File: src/rtl/turn_then_drive_goal_controller_top_macros.svh
// Assertion helpers for the goal controller.
`ifndef TURN_THEN_DRIVE_GOAL_CONTROLLER_TOP_MACROS_SVH
`define TURN_THEN_DRIVE_GOAL_CONTROLLER_TOP_MACROS_SVH

// same-cycle implication, reset masked
`define TGC_ASSERT_NOW(label, clk, rst_n, ante, cons, msg) \
  label: assert property (@(posedge clk) disable iff (!rst_n) (ante) |-> (cons)) \
    else $error(msg);

// next-cycle implication, reset masked
`define TGC_ASSERT_NEXT(label, clk, rst_n, ante, cons, msg) \
  label: assert property (@(posedge clk) disable iff (!rst_n) (ante) |=> (cons)) \
    else $error(msg);

`endif

File: src/rtl/tgc_pkg.sv
`default_nettype none

package tgc_pkg;

  localparam int CORDIC_STEPS = 16;
  localparam int TABLE_LEN    = 24;
  localparam int IDX_W        = $clog2(TABLE_LEN);

  localparam int D_W    = 17;   // target minus position
  localparam int CV_W   = 28;   // cordic x, y, z
  localparam int BRG_W  = 17;   // bearing in Q3.13
  localparam int SQ_W   = 34;   // dx^2 + dy^2
  localparam int RT_W   = 17;   // floor sqrt
  localparam int RR_W   = 35;   // root working register
  localparam int K_W    = 5;
  localparam logic [K_W-1:0] SQ_K_START = K_W'(16);

  localparam logic signed [CV_W-1:0] PI_Z = CV_W'(52707179);
  localparam logic signed [17:0] PI_Q13     = 18'sd25736;
  localparam logic signed [17:0] TWO_PI_Q13 = 18'sd51472;

  localparam logic [1:0] PH_TURN    = 2'd0;
  localparam logic [1:0] PH_DRIVE   = 2'd1;
  localparam logic [1:0] PH_ARRIVED = 2'd2;

  localparam logic [2:0] CFG_TARGET_X   = 3'd0;
  localparam logic [2:0] CFG_TARGET_Y   = 3'd1;
  localparam logic [2:0] CFG_DIST_THR   = 3'd2;
  localparam logic [2:0] CFG_ANGLE_THR  = 3'd3;
  localparam logic [2:0] CFG_DIST_GAIN  = 3'd4;
  localparam logic [2:0] CFG_ANGLE_GAIN = 3'd5;

  typedef struct packed {
    logic signed [15:0] pos_x;
    logic signed [15:0] pos_y;
    logic signed [15:0] heading;
  } in_t;

  typedef struct packed {
    logic        [14:0] linear_speed;
    logic signed [15:0] angular_speed;
    logic        [1:0]  phase;
  } out_t;

  // atan(2^-i) scaled by 2^24, rounded
  function automatic logic signed [CV_W-1:0] atan_lut(input logic [IDX_W-1:0] idx);
    logic signed [CV_W-1:0] v;
    case (idx)
      5'd0:  v = CV_W'(13176795);
      5'd1:  v = CV_W'(7778716);
      5'd2:  v = CV_W'(4110060);
      5'd3:  v = CV_W'(2086331);
      5'd4:  v = CV_W'(1047214);
      5'd5:  v = CV_W'(524117);
      5'd6:  v = CV_W'(262123);
      5'd7:  v = CV_W'(131069);
      5'd8:  v = CV_W'(65536);
      5'd9:  v = CV_W'(32768);
      5'd10: v = CV_W'(16384);
      5'd11: v = CV_W'(8192);
      5'd12: v = CV_W'(4096);
      5'd13: v = CV_W'(2048);
      5'd14: v = CV_W'(1024);
      5'd15: v = CV_W'(512);
      5'd16: v = CV_W'(256);
      5'd17: v = CV_W'(128);
      5'd18: v = CV_W'(64);
      5'd19: v = CV_W'(32);
      5'd20: v = CV_W'(16);
      5'd21: v = CV_W'(8);
      5'd22: v = CV_W'(4);
      5'd23: v = CV_W'(2);
      default: v = '0;
    endcase
    return v;
  endfunction

endpackage

`default_nettype wire

File: src/rtl/tgc_cordic.sv
`default_nettype none

module tgc_cordic (
  input  wire logic                             clk,
  input  wire logic                             rst_n,
  input  wire logic                             start,
  input  wire logic signed [tgc_pkg::D_W-1:0]   dx,
  input  wire logic signed [tgc_pkg::D_W-1:0]   dy,
  output logic                                  done,
  output logic signed [tgc_pkg::BRG_W-1:0]      bearing
);
  import tgc_pkg::*;

  localparam logic [IDX_W-1:0] LAST_IDX = IDX_W'(CORDIC_STEPS - 1);

  logic signed [CV_W-1:0] x_r, y_r, z_r;
  logic signed [CV_W-1:0] x_nxt, y_nxt, z_nxt;
  logic signed [CV_W-1:0] x0, y0, xs, ys, at, zr;
  logic [IDX_W-1:0] idx_r;
  logic busy_r, done_r, zero_r;
  logic zero_in;

  assign zero_in = (dx == '0) && (dy == '0);
  assign x0 = {{(CV_W-D_W-8){dx[D_W-1]}}, dx, 8'b0};
  assign y0 = {{(CV_W-D_W-8){dy[D_W-1]}}, dy, 8'b0};

  assign xs = x_r >>> idx_r;
  assign ys = y_r >>> idx_r;
  assign at = atan_lut(idx_r);

  always_comb begin
    if (y_r > 0) begin
      x_nxt = x_r + ys;
      y_nxt = y_r - xs;
      z_nxt = z_r + at;
    end else begin
      x_nxt = x_r - ys;
      y_nxt = y_r + xs;
      z_nxt = z_r - at;
    end
  end

  always_ff @(posedge clk) begin
    if (!rst_n) begin
      busy_r <= 1'b0;
      done_r <= 1'b0;
      zero_r <= 1'b0;
      idx_r  <= '0;
    end else begin
      done_r <= 1'b0;
      if (start) begin
        busy_r <= !zero_in;
        done_r <= zero_in;
        zero_r <= zero_in;
        idx_r  <= '0;
      end else if (busy_r) begin
        idx_r <= idx_r + 1'b1;
        if (idx_r == LAST_IDX) begin
          busy_r <= 1'b0;
          done_r <= 1'b1;
        end
      end
    end
  end

  // left half-plane vectors are turned by pi first
  always_ff @(posedge clk) begin
    if (start) begin
      if (dx < 0) begin
        x_r <= -x0;
        y_r <= -y0;
        z_r <= (dy >= 0) ? PI_Z : -PI_Z;
      end else begin
        x_r <= x0;
        y_r <= y0;
        z_r <= '0;
      end
    end else if (busy_r) begin
      x_r <= x_nxt;
      y_r <= y_nxt;
      z_r <= z_nxt;
    end
  end

  // round 2^24 radians to Q3.13
  assign zr      = z_r + CV_W'(1024);
  assign bearing = zero_r ? '0 : zr[CV_W-1 -: BRG_W];
  assign done    = done_r;

endmodule

`default_nettype wire

File: src/rtl/tgc_isqrt.sv
`default_nettype none

module tgc_isqrt (
  input  wire logic                        clk,
  input  wire logic                        rst_n,
  input  wire logic                        start,
  input  wire logic [tgc_pkg::SQ_W-1:0]    n,
  output logic                             done,
  output logic [tgc_pkg::RT_W-1:0]         root
);
  import tgc_pkg::*;

  logic [SQ_W-1:0] rem_r, rem_nxt;
  logic [RR_W-1:0] r_r, r_nxt, b, trial;
  logic [K_W-1:0]  k_r;
  logic busy_r, done_r;

  assign b     = RR_W'(1) << {k_r, 1'b0};
  assign trial = r_r + b;

  always_comb begin
    if ({1'b0, rem_r} >= trial) begin
      rem_nxt = rem_r - trial[SQ_W-1:0];
      r_nxt   = (r_r >> 1) + b;
    end else begin
      rem_nxt = rem_r;
      r_nxt   = r_r >> 1;
    end
  end

  always_ff @(posedge clk) begin
    if (!rst_n) begin
      busy_r <= 1'b0;
      done_r <= 1'b0;
      k_r    <= '0;
    end else begin
      done_r <= 1'b0;
      if (start) begin
        busy_r <= 1'b1;
        k_r    <= SQ_K_START;
      end else if (busy_r) begin
        k_r <= k_r - 1'b1;
        if (k_r == '0) begin
          busy_r <= 1'b0;
          done_r <= 1'b1;
        end
      end
    end
  end

  always_ff @(posedge clk) begin
    if (start) begin
      rem_r <= n;
      r_r   <= '0;
    end else if (busy_r) begin
      rem_r <= rem_nxt;
      r_r   <= r_nxt;
    end
  end

  assign root = r_r[RT_W-1:0];
  assign done = done_r;

endmodule

`default_nettype wire

File: src/rtl/turn_then_drive_goal_controller_top.sv
// Turn-then-drive go-to-goal controller.
// Input channel: one pose beat (pos_x, pos_y, heading) on in_valid/in_stall.
// Output channel: one command beat (linear_speed, angular_speed, phase) per
// pose on out_valid/out_stall. Registers are written through cfg_we,
// cfg_index and cfg_wdata; the user must write them only while the block is
// idle, which the block itself does not enforce; unknown indexes are dropped.
// One pose is in flight at a time; in_stall is high from acceptance until the
// command beat has been taken. A turning pose runs the CORDIC and checks the
// heading error: within the angle threshold it turns to driving and goes on,
// else it returns an angular command. A driving pose takes the square root of
// dx^2 + dy^2 and returns an arrived command within the distance threshold,
// else a gain-scaled linear command; an arrived pose returns a zero command.
// A new pose is taken in the cycle after the command beat leaves. The
// vectoring CORDIC (one step per cycle), the bit-per-cycle square root
// (17 steps) and the single shared 18x18 multiplier do the work.
// A stalled result is held in the output register, and no new pose is taken
// until it leaves. Synchronous reset restores the register defaults, sets the
// phase to turning and drops any pose in flight.
`default_nettype none
`include "turn_then_drive_goal_controller_top_macros.svh"

module turn_then_drive_goal_controller_top (
  input  wire logic          clk,
  input  wire logic          rst_n,
  input  wire logic          in_valid,
  output logic               in_stall,
  input  wire tgc_pkg::in_t  in_data,
  output logic               out_valid,
  input  wire logic          out_stall,
  output tgc_pkg::out_t      out_data,
  input  wire logic          cfg_we,
  input  wire logic [2:0]    cfg_index,
  input  wire logic [15:0]   cfg_wdata
);
  import tgc_pkg::*;

  localparam logic [3:0] ST_IDLE = 4'd0;
  localparam logic [3:0] ST_CST  = 4'd1;
  localparam logic [3:0] ST_CORD = 4'd2;
  localparam logic [3:0] ST_ECHK = 4'd3;
  localparam logic [3:0] ST_AOUT = 4'd4;
  localparam logic [3:0] ST_SQX  = 4'd5;
  localparam logic [3:0] ST_SQY  = 4'd6;
  localparam logic [3:0] ST_SQS  = 4'd7;
  localparam logic [3:0] ST_SQRT = 4'd8;
  localparam logic [3:0] ST_LMUL = 4'd9;
  localparam logic [3:0] ST_LOUT = 4'd10;
  localparam logic [3:0] ST_OUT  = 4'd11;

  // configuration
  logic signed [15:0] tx_r, ty_r;
  logic [15:0] dthr_r, dgain_r, again_r;
  logic [14:0] athr_r;

  logic [3:0] state_r, state_nxt;
  logic [1:0] phase_r, phase_nxt;
  logic signed [D_W-1:0] dx_r, dx_nxt, dy_r, dy_nxt;
  logic signed [15:0] hd_r, hd_nxt, e_r, e_nxt;
  logic [SQ_W-1:0] acc_r, acc_nxt;
  logic out_valid_r, out_valid_nxt;
  out_t out_data_r, out_data_nxt;

  // shared multiplier
  logic signed [17:0] mul_a, mul_b;
  logic signed [35:0] prod_r, prod_nxt, rnd;
  logic signed [23:0] scaled;

  logic cord_start, cord_done, sq_start, sq_done;
  logic signed [BRG_W-1:0] bearing;
  logic [RT_W-1:0] root;
  logic [SQ_W-1:0] sq_n;

  logic signed [17:0] ediff, ewrap;
  logic signed [15:0] ae16;
  logic signed [15:0] ang_sat;
  logic [14:0] lin_sat;

  always_ff @(posedge clk) begin
    if (!rst_n) begin
      tx_r    <= '0;
      ty_r    <= '0;
      dthr_r  <= 16'd102;
      athr_r  <= 15'd82;
      dgain_r <= 16'd2048;
      again_r <= 16'd4096;
    end else if (cfg_we) begin
      case (cfg_index)
        CFG_TARGET_X:   tx_r    <= cfg_wdata;
        CFG_TARGET_Y:   ty_r    <= cfg_wdata;
        CFG_DIST_THR:   dthr_r  <= cfg_wdata;
        CFG_ANGLE_THR:  athr_r  <= cfg_wdata[14:0];
        CFG_DIST_GAIN:  dgain_r <= cfg_wdata;
        CFG_ANGLE_GAIN: again_r <= cfg_wdata;
        default: ;
      endcase
    end
  end

  tgc_cordic u_cordic (
    .clk     (clk),
    .rst_n   (rst_n),
    .start   (cord_start),
    .dx      (dx_r),
    .dy      (dy_r),
    .done    (cord_done),
    .bearing (bearing)
  );

  tgc_isqrt u_isqrt (
    .clk   (clk),
    .rst_n (rst_n),
    .start (sq_start),
    .n     (sq_n),
    .done  (sq_done),
    .root  (root)
  );

  always_comb begin
    case (state_r)
      ST_ECHK: begin
        mul_a = {2'b00, again_r};
        mul_b = {{2{e_r[15]}}, e_r};
      end
      ST_SQX: begin
        mul_a = {dx_r[D_W-1], dx_r};
        mul_b = {dx_r[D_W-1], dx_r};
      end
      ST_SQY: begin
        mul_a = {dy_r[D_W-1], dy_r};
        mul_b = {dy_r[D_W-1], dy_r};
      end
      ST_LMUL: begin
        mul_a = {2'b00, dgain_r};
        mul_b = {1'b0, root};
      end
      default: begin
        mul_a = '0;
        mul_b = '0;
      end
    endcase
  end

  assign prod_nxt = mul_a * mul_b;

  // round to nearest at bit 12, then saturate
  assign rnd    = prod_r + 36'sd2048;
  assign scaled = rnd[35:12];

  always_comb begin
    if (scaled > 24'sd32767) begin
      ang_sat = 16'sh7fff;
    end else if (scaled < -24'sd32768) begin
      ang_sat = 16'sh8000;
    end else begin
      ang_sat = scaled[15:0];
    end
    if (scaled > 24'sd32767) begin
      lin_sat = 15'h7fff;
    end else begin
      lin_sat = scaled[14:0];
    end
  end

  // heading error, one wrap step covers every reachable value
  assign ediff = {bearing[BRG_W-1], bearing} - {{2{hd_r[15]}}, hd_r};
  always_comb begin
    if (ediff > PI_Q13) begin
      ewrap = ediff - TWO_PI_Q13;
    end else if (ediff < -PI_Q13) begin
      ewrap = ediff + TWO_PI_Q13;
    end else begin
      ewrap = ediff;
    end
  end

  assign ae16 = e_r[15] ? -e_r : e_r;
  assign sq_n = acc_r + prod_r[SQ_W-1:0];

  always_comb begin
    state_nxt     = state_r;
    phase_nxt     = phase_r;
    dx_nxt        = dx_r;
    dy_nxt        = dy_r;
    hd_nxt        = hd_r;
    e_nxt         = e_r;
    acc_nxt       = acc_r;
    out_valid_nxt = out_valid_r;
    out_data_nxt  = out_data_r;
    cord_start    = 1'b0;
    sq_start      = 1'b0;
    case (state_r)
      ST_IDLE: begin
        if (in_valid) begin
          dx_nxt = {tx_r[15], tx_r} - {in_data.pos_x[15], in_data.pos_x};
          dy_nxt = {ty_r[15], ty_r} - {in_data.pos_y[15], in_data.pos_y};
          hd_nxt = in_data.heading;
          case (phase_r)
            PH_TURN:  state_nxt = ST_CST;
            PH_DRIVE: state_nxt = ST_SQX;
            default: begin
              out_data_nxt  = '{linear_speed: '0, angular_speed: '0, phase: PH_ARRIVED};
              out_valid_nxt = 1'b1;
              state_nxt     = ST_OUT;
            end
          endcase
        end
      end
      ST_CST: begin
        cord_start = 1'b1;
        state_nxt  = ST_CORD;
      end
      ST_CORD: begin
        if (cord_done) begin
          e_nxt     = ewrap[15:0];
          state_nxt = ST_ECHK;
        end
      end
      ST_ECHK: begin
        if (ae16[14:0] <= athr_r) begin
          phase_nxt = PH_DRIVE;
          state_nxt = ST_SQX;
        end else begin
          state_nxt = ST_AOUT;
        end
      end
      ST_AOUT: begin
        out_data_nxt  = '{linear_speed: '0, angular_speed: ang_sat, phase: PH_TURN};
        out_valid_nxt = 1'b1;
        state_nxt     = ST_OUT;
      end
      ST_SQX: state_nxt = ST_SQY;
      ST_SQY: begin
        acc_nxt   = prod_r[SQ_W-1:0];
        state_nxt = ST_SQS;
      end
      ST_SQS: begin
        sq_start  = 1'b1;
        state_nxt = ST_SQRT;
      end
      ST_SQRT: begin
        if (sq_done) begin
          if (root <= {1'b0, dthr_r}) begin
            phase_nxt     = PH_ARRIVED;
            out_data_nxt  = '{linear_speed: '0, angular_speed: '0, phase: PH_ARRIVED};
            out_valid_nxt = 1'b1;
            state_nxt     = ST_OUT;
          end else begin
            state_nxt = ST_LMUL;
          end
        end
      end
      ST_LMUL: state_nxt = ST_LOUT;
      ST_LOUT: begin
        out_data_nxt  = '{linear_speed: lin_sat, angular_speed: '0, phase: PH_DRIVE};
        out_valid_nxt = 1'b1;
        state_nxt     = ST_OUT;
      end
      ST_OUT: begin
        if (!out_stall) begin
          out_valid_nxt = 1'b0;
          state_nxt     = ST_IDLE;
        end
      end
      default: state_nxt = ST_IDLE;
    endcase
  end

  always_ff @(posedge clk) begin
    if (!rst_n) begin
      state_r     <= ST_IDLE;
      phase_r     <= PH_TURN;
      out_valid_r <= 1'b0;
    end else begin
      state_r     <= state_nxt;
      phase_r     <= phase_nxt;
      out_valid_r <= out_valid_nxt;
    end
  end

  always_ff @(posedge clk) begin
    dx_r       <= dx_nxt;
    dy_r       <= dy_nxt;
    hd_r       <= hd_nxt;
    e_r        <= e_nxt;
    acc_r      <= acc_nxt;
    prod_r     <= prod_nxt;
    out_data_r <= out_data_nxt;
  end

  assign in_stall  = (state_r != ST_IDLE);
  assign out_valid = out_valid_r;
  assign out_data  = out_data_r;

  `TGC_ASSERT_NEXT(a_arrived_sticky, clk, rst_n, phase_r == PH_ARRIVED,
                   phase_r == PH_ARRIVED, "arrived phase left")
  `TGC_ASSERT_NEXT(a_one_in_flight, clk, rst_n, in_valid && !in_stall,
                   in_stall, "pose accepted while busy")
  `TGC_ASSERT_NOW(a_out_busy, clk, rst_n, out_valid,
                  in_stall, "result pending while ready")
  `TGC_ASSERT_NOW(a_turn_no_lin, clk, rst_n, out_valid && out_data.phase != PH_DRIVE,
                  out_data.linear_speed == 15'd0, "linear command outside driving")

endmodule

`default_nettype wire
File: config.mk
export PLATFORM = sky130hd
export DESIGN_NAME = turn_then_drive_goal_controller_top
export DESIGN_NICKNAME = d
export VERILOG_FILES = /design/src/rtl/tgc_pkg.sv /design/src/rtl/tgc_cordic.sv /design/src/rtl/tgc_isqrt.sv /design/src/rtl/turn_then_drive_goal_controller_top.sv
export VERILOG_INCLUDE_DIRS = /design/src /design/src/rtl
export SDC_FILE = /design/constraint.sdc
export NUM_CORES = 2
export LEC_CHECK = 0
export BUFFER_PORTS_ARGS = -buffer_cell sky130_fd_sc_hd__buf_2
export CAP_MARGIN = 20
export CORE_UTILIZATION = 60
export DETAILED_ROUTE_END_ITERATION = 10
export PLACE_DENSITY_LB_ADDON = 0.15
export SLEW_MARGIN = 30
export SYNTH_ARGS = -nofsm -noshare
export SYNTH_HDL_FRONTEND = slang
export SYNTH_SLANG_ARGS = --single-unit
File: constraint.sdc
create_clock -name clk -period 10.1 [get_ports clk]
set_input_delay 1.515 -clock clk [delete_from_list [all_inputs] [get_ports clk]]
set_output_delay 1.515 -clock clk [all_outputs]
set_load 0.02 [all_outputs]
==> impl_metrics.yaml <==
status:
  status: "finished clean"
clock_network:
  sinks_on_the_clock_net: 463
  cts-buffers-inserted: 55
  cts_tree: "yes"
  htree_levels: 2
  number_of_buffers_on_the_longest_clock_path: 3
  total_of_hold_buffers_inserted_after_clock_tree_synthesis: 0
  clock_pin_slew_of_the_registers_on_the_worst_case_setup_and_hold_paths_ps: 60
  cts_setup_buffers: 0
  insertion_delay_ps: 660
  cts_root_buf: "clkbuf_16"
  ctsResizeCount: 0
power_and_ir_drop:
  leakage_nw: 22.0
  maximum_vdd_drop_mv: 0.329
  powerDensity_nw_per_um2: 245
yosys:
  synth.top_cells.by_area: "edfxtp_1, fa_1, ha_1, dfxtp_1, nand2_1"
  avgSynthCellArea_um2: 8.74
  synth_largest_type_area_fraction_pct: 15.6
  synth.lib_cells_used.distinct: 92
  synthesis.instances: 5531
  post_synthesis_cell_type_with_the_largest_combined_area: "edfxtp_1"
  synth_top_cells_by_count: "nand2_1, inv_1, nor2_1"
  synth-seq-area-share_pct: 24.4
  post_synth_instance_area_um2: 48400
  postSynth.topFlopCell: "edfxtp_1"
  post-synth-top-count-cell: "nand2_1"
  postSynth.asyncResetShare_pct: 0
  synth-edff-count: 251
  ys_seq_elements: 463
  synthesis.nets: 6311
  synthesis_warnings: 0
sta:
  final.setup_skew_ps: 55.4
  postLayoutSetupSlackWorst_ps: 977
  worst_slew_pin_slew_ps: 986
  slew-limit-headroom_pct: 34.3
  hold-worst-slack_ps: 405
  slew_violations: 0
  timing_hold_violations_final: 0
  max_freq_ghz: 0.110
  grt_setup_unrepaired: "no"
  timing.final.setup_violations: 0
  timing.final.crit_share_pct: 90.3
  timing.setup.tns_ps: 0
  finalWorstPathRequiredPeriod_ps: 9120
route:
  drtPass1Iterations: 6
  via_cell_ratio: 6.19
  drcViolationCount: 0
  route.antenna.remaining_nets: 0
  vias: 41100
  routed_wirelength_um: 134000
  drt_first_iter_violations: 3778
  avgRoutedWirePerCell_um: 20.2
final_layout:
  design_area_um2: 51800
  fill_cells: 6797
  final_nets: 6313
  area_growth_syn_to_layout_pct: 7.14
  area.sequential_um2: 11800
  fraction_of_final_layout_cells_with_drive_strength_greater_than_1_pct: 8.08
  combined_area_of_the_multi_input_logic_cells_um2: 33500
floorplanning:
  die-area_um2: 81800
  dieHeight_um: 286
  ioPinCount: 107
  core_um2: 79400
  die_x_um: 286
  floorplan.initialDensity_pct: 60.9
  placementRows: 103
worst_setup_path:
  rr_worst_depth: 28
  cpMostUsedCell: "fa_1"
  critical-path-slowest-cell: "dfxtp_1"
  critPathRequiredTime_ps: 10670
  r2r-start: "state_r[0]"
  cpPeakStageDelay_ps: 740
  worstPathArrival_ps: 9700
  r2r_end: "prod_r[31]"
  setup.worst_path.start_class: "register"
  worst-r2r-setup-slack_ps: 980
  worstSetupEndpointType: "register"
  critical_path_peak_fanout: 30
  critical_path_class: "register to register"
run:
  cap_violations: 0
placement:
  dp_wirelength_um: 104000
  post-place-ws_ps: 1140
  placed_cell_area_um2: 49900
  port-buffer-count: 106
  gp_congestion: 0.990
worst_hold_path:
  timing.hold.worst_path_depth: 0
  min-delay-start: "prod_r[6]"
  worstHoldPathType: "register to register"
  holdPathEnd: "acc_r[6]"
grt:
  first_global_vias: 39600
  antenna_found_initial: 10
  grt_max_degree: 103
  gr-total-overflow: 0
  global_route_wire_length_before_repair_um: 214000
  overall_track_demand_over_capacity_in_global_routing_pct: 33.0
## power breakdown
group | leakage [nW] | switching, mW | internal, mW
clock network | 0.942 | 0.873 | 1.21
logic | 17.0 | 4.30 | 3.19
registers | 4.06 | 0.479 | 2.65
total | 22.0 | 5.65 | 7.06
## registers in the layout, summed over array words and instances, names as in the netlist, 17 cells and up
signal and cells:
out_data 33, u_cordic.at 24, dx_r 17, u_cordic.y_r 28, u_isqrt.rem_r 34, prod_r 36, u_isqrt.r_r 35, acc_r 34
dy_r 17, u_cordic.z_r 28, u_cordic.x_r 28
## cells by family after synthesis
kind of cell	count (synthesis)	share of synthesized area, %
adders and majority gates	708	23.4
AOI/OAI and AO/OA	1332	18.1
xor gates and xnor gates	397	7.19
and+or+nand+nor	1646	15.3
buffers and inverters	833	6.58
muxes	152	5.17
DFF	463	24.4
## worst max path at each step
stage,startpoint,cells after the start,end
2_1_floorplan,state_r[1],28,prod_r[31]
3_3_place_gp,state_r[0],28,prod_r[31]
3_5_place_dp,state_r[0],28,prod_r[31]
4_1_cts,state_r[0],28,prod_r[31]
5_1_grt,state_r[0],27,prod_r[32]
6_report,state_r[0],28,prod_r[31]
## final cells by class
cell class | count | share of cell area (%)
clock inverter | 31 | 0.618
timing repair buffer | 173 | 1.99
multi-input combinational | 4235 | 64.7
clock buffer | 73 | 3.04
inverter | 605 | 4.38
antenna | 2 | 0.00966
tap | 1050 | 2.54
sequential | 463 | 22.8
## per-layer routing
layer	vias to the layer above	track usage, %	share of wire (%)	wire length [um]
met4	8	11.8	3.7	5030
met5	-	0	0.042	56
met3	300	5.69	9.0	12100
met2	1667	52.3	45	60200
li1	19300	-	-	-
met1	19800	45.6	42	56800
## layout by cell type (no fill, tap or decap), types with 23 or more instances in the layout
cell type,count
a211oi_1,39
a21boi_0,107
a21o_1,96
a21oi_1,343
a221o_1,30
a221oi_1,34
a31oi_1,52
and2_1,26
and3_1,46
buf_2,106
buf_4,67
clkbuf_16,57
dfxtp_1,208
edfxtp_1,251
fa_1,326
ha_1,382
inv_1,602
mux2_2,24
mux2i_1,51
mux4_2,71
nand2_1,616
nand2b_1,55
nand3_1,109
nand4_1,39
nor2_1,491
nor2b_1,48
nor3_1,78
nor4_1,28
o21a_1,61
o21ai_0,288
o21bai_1,27
o31ai_1,38
o41ai_1,23
or3_1,29
xnor2_1,233
xor2_1,164
## worst max-delay path, delay by kind of cell, from the launching register on
family                     cells  cell delay (ps)
buffers and inverters          5              840
AOI/OAI and AO/OA              9             2190
xor gates and xnor gates       1              130
adders and majority gates      7             3440
and+or+nand+nor                6             1650
DFF                            1              740
## metrics by stage
| step | instances | util [%] | total power [mW] |
|---|---|---|---|
| 3_5_place_dp | 6526 | 62.9 | 10.5 |
| 3_3_place_gp | 6526 | 62.9 | 10.3 |
| 6_report | 6632 | 65.3 | 12.7 |
| 4_1_cts | 6630 | 65.3 | 12.6 |
| 5_1_grt | 6632 | 65.3 | 13.6 |
| 2_1_floorplan | 5531 | - | 8.79 |
(Power assumes the default switching activity.)
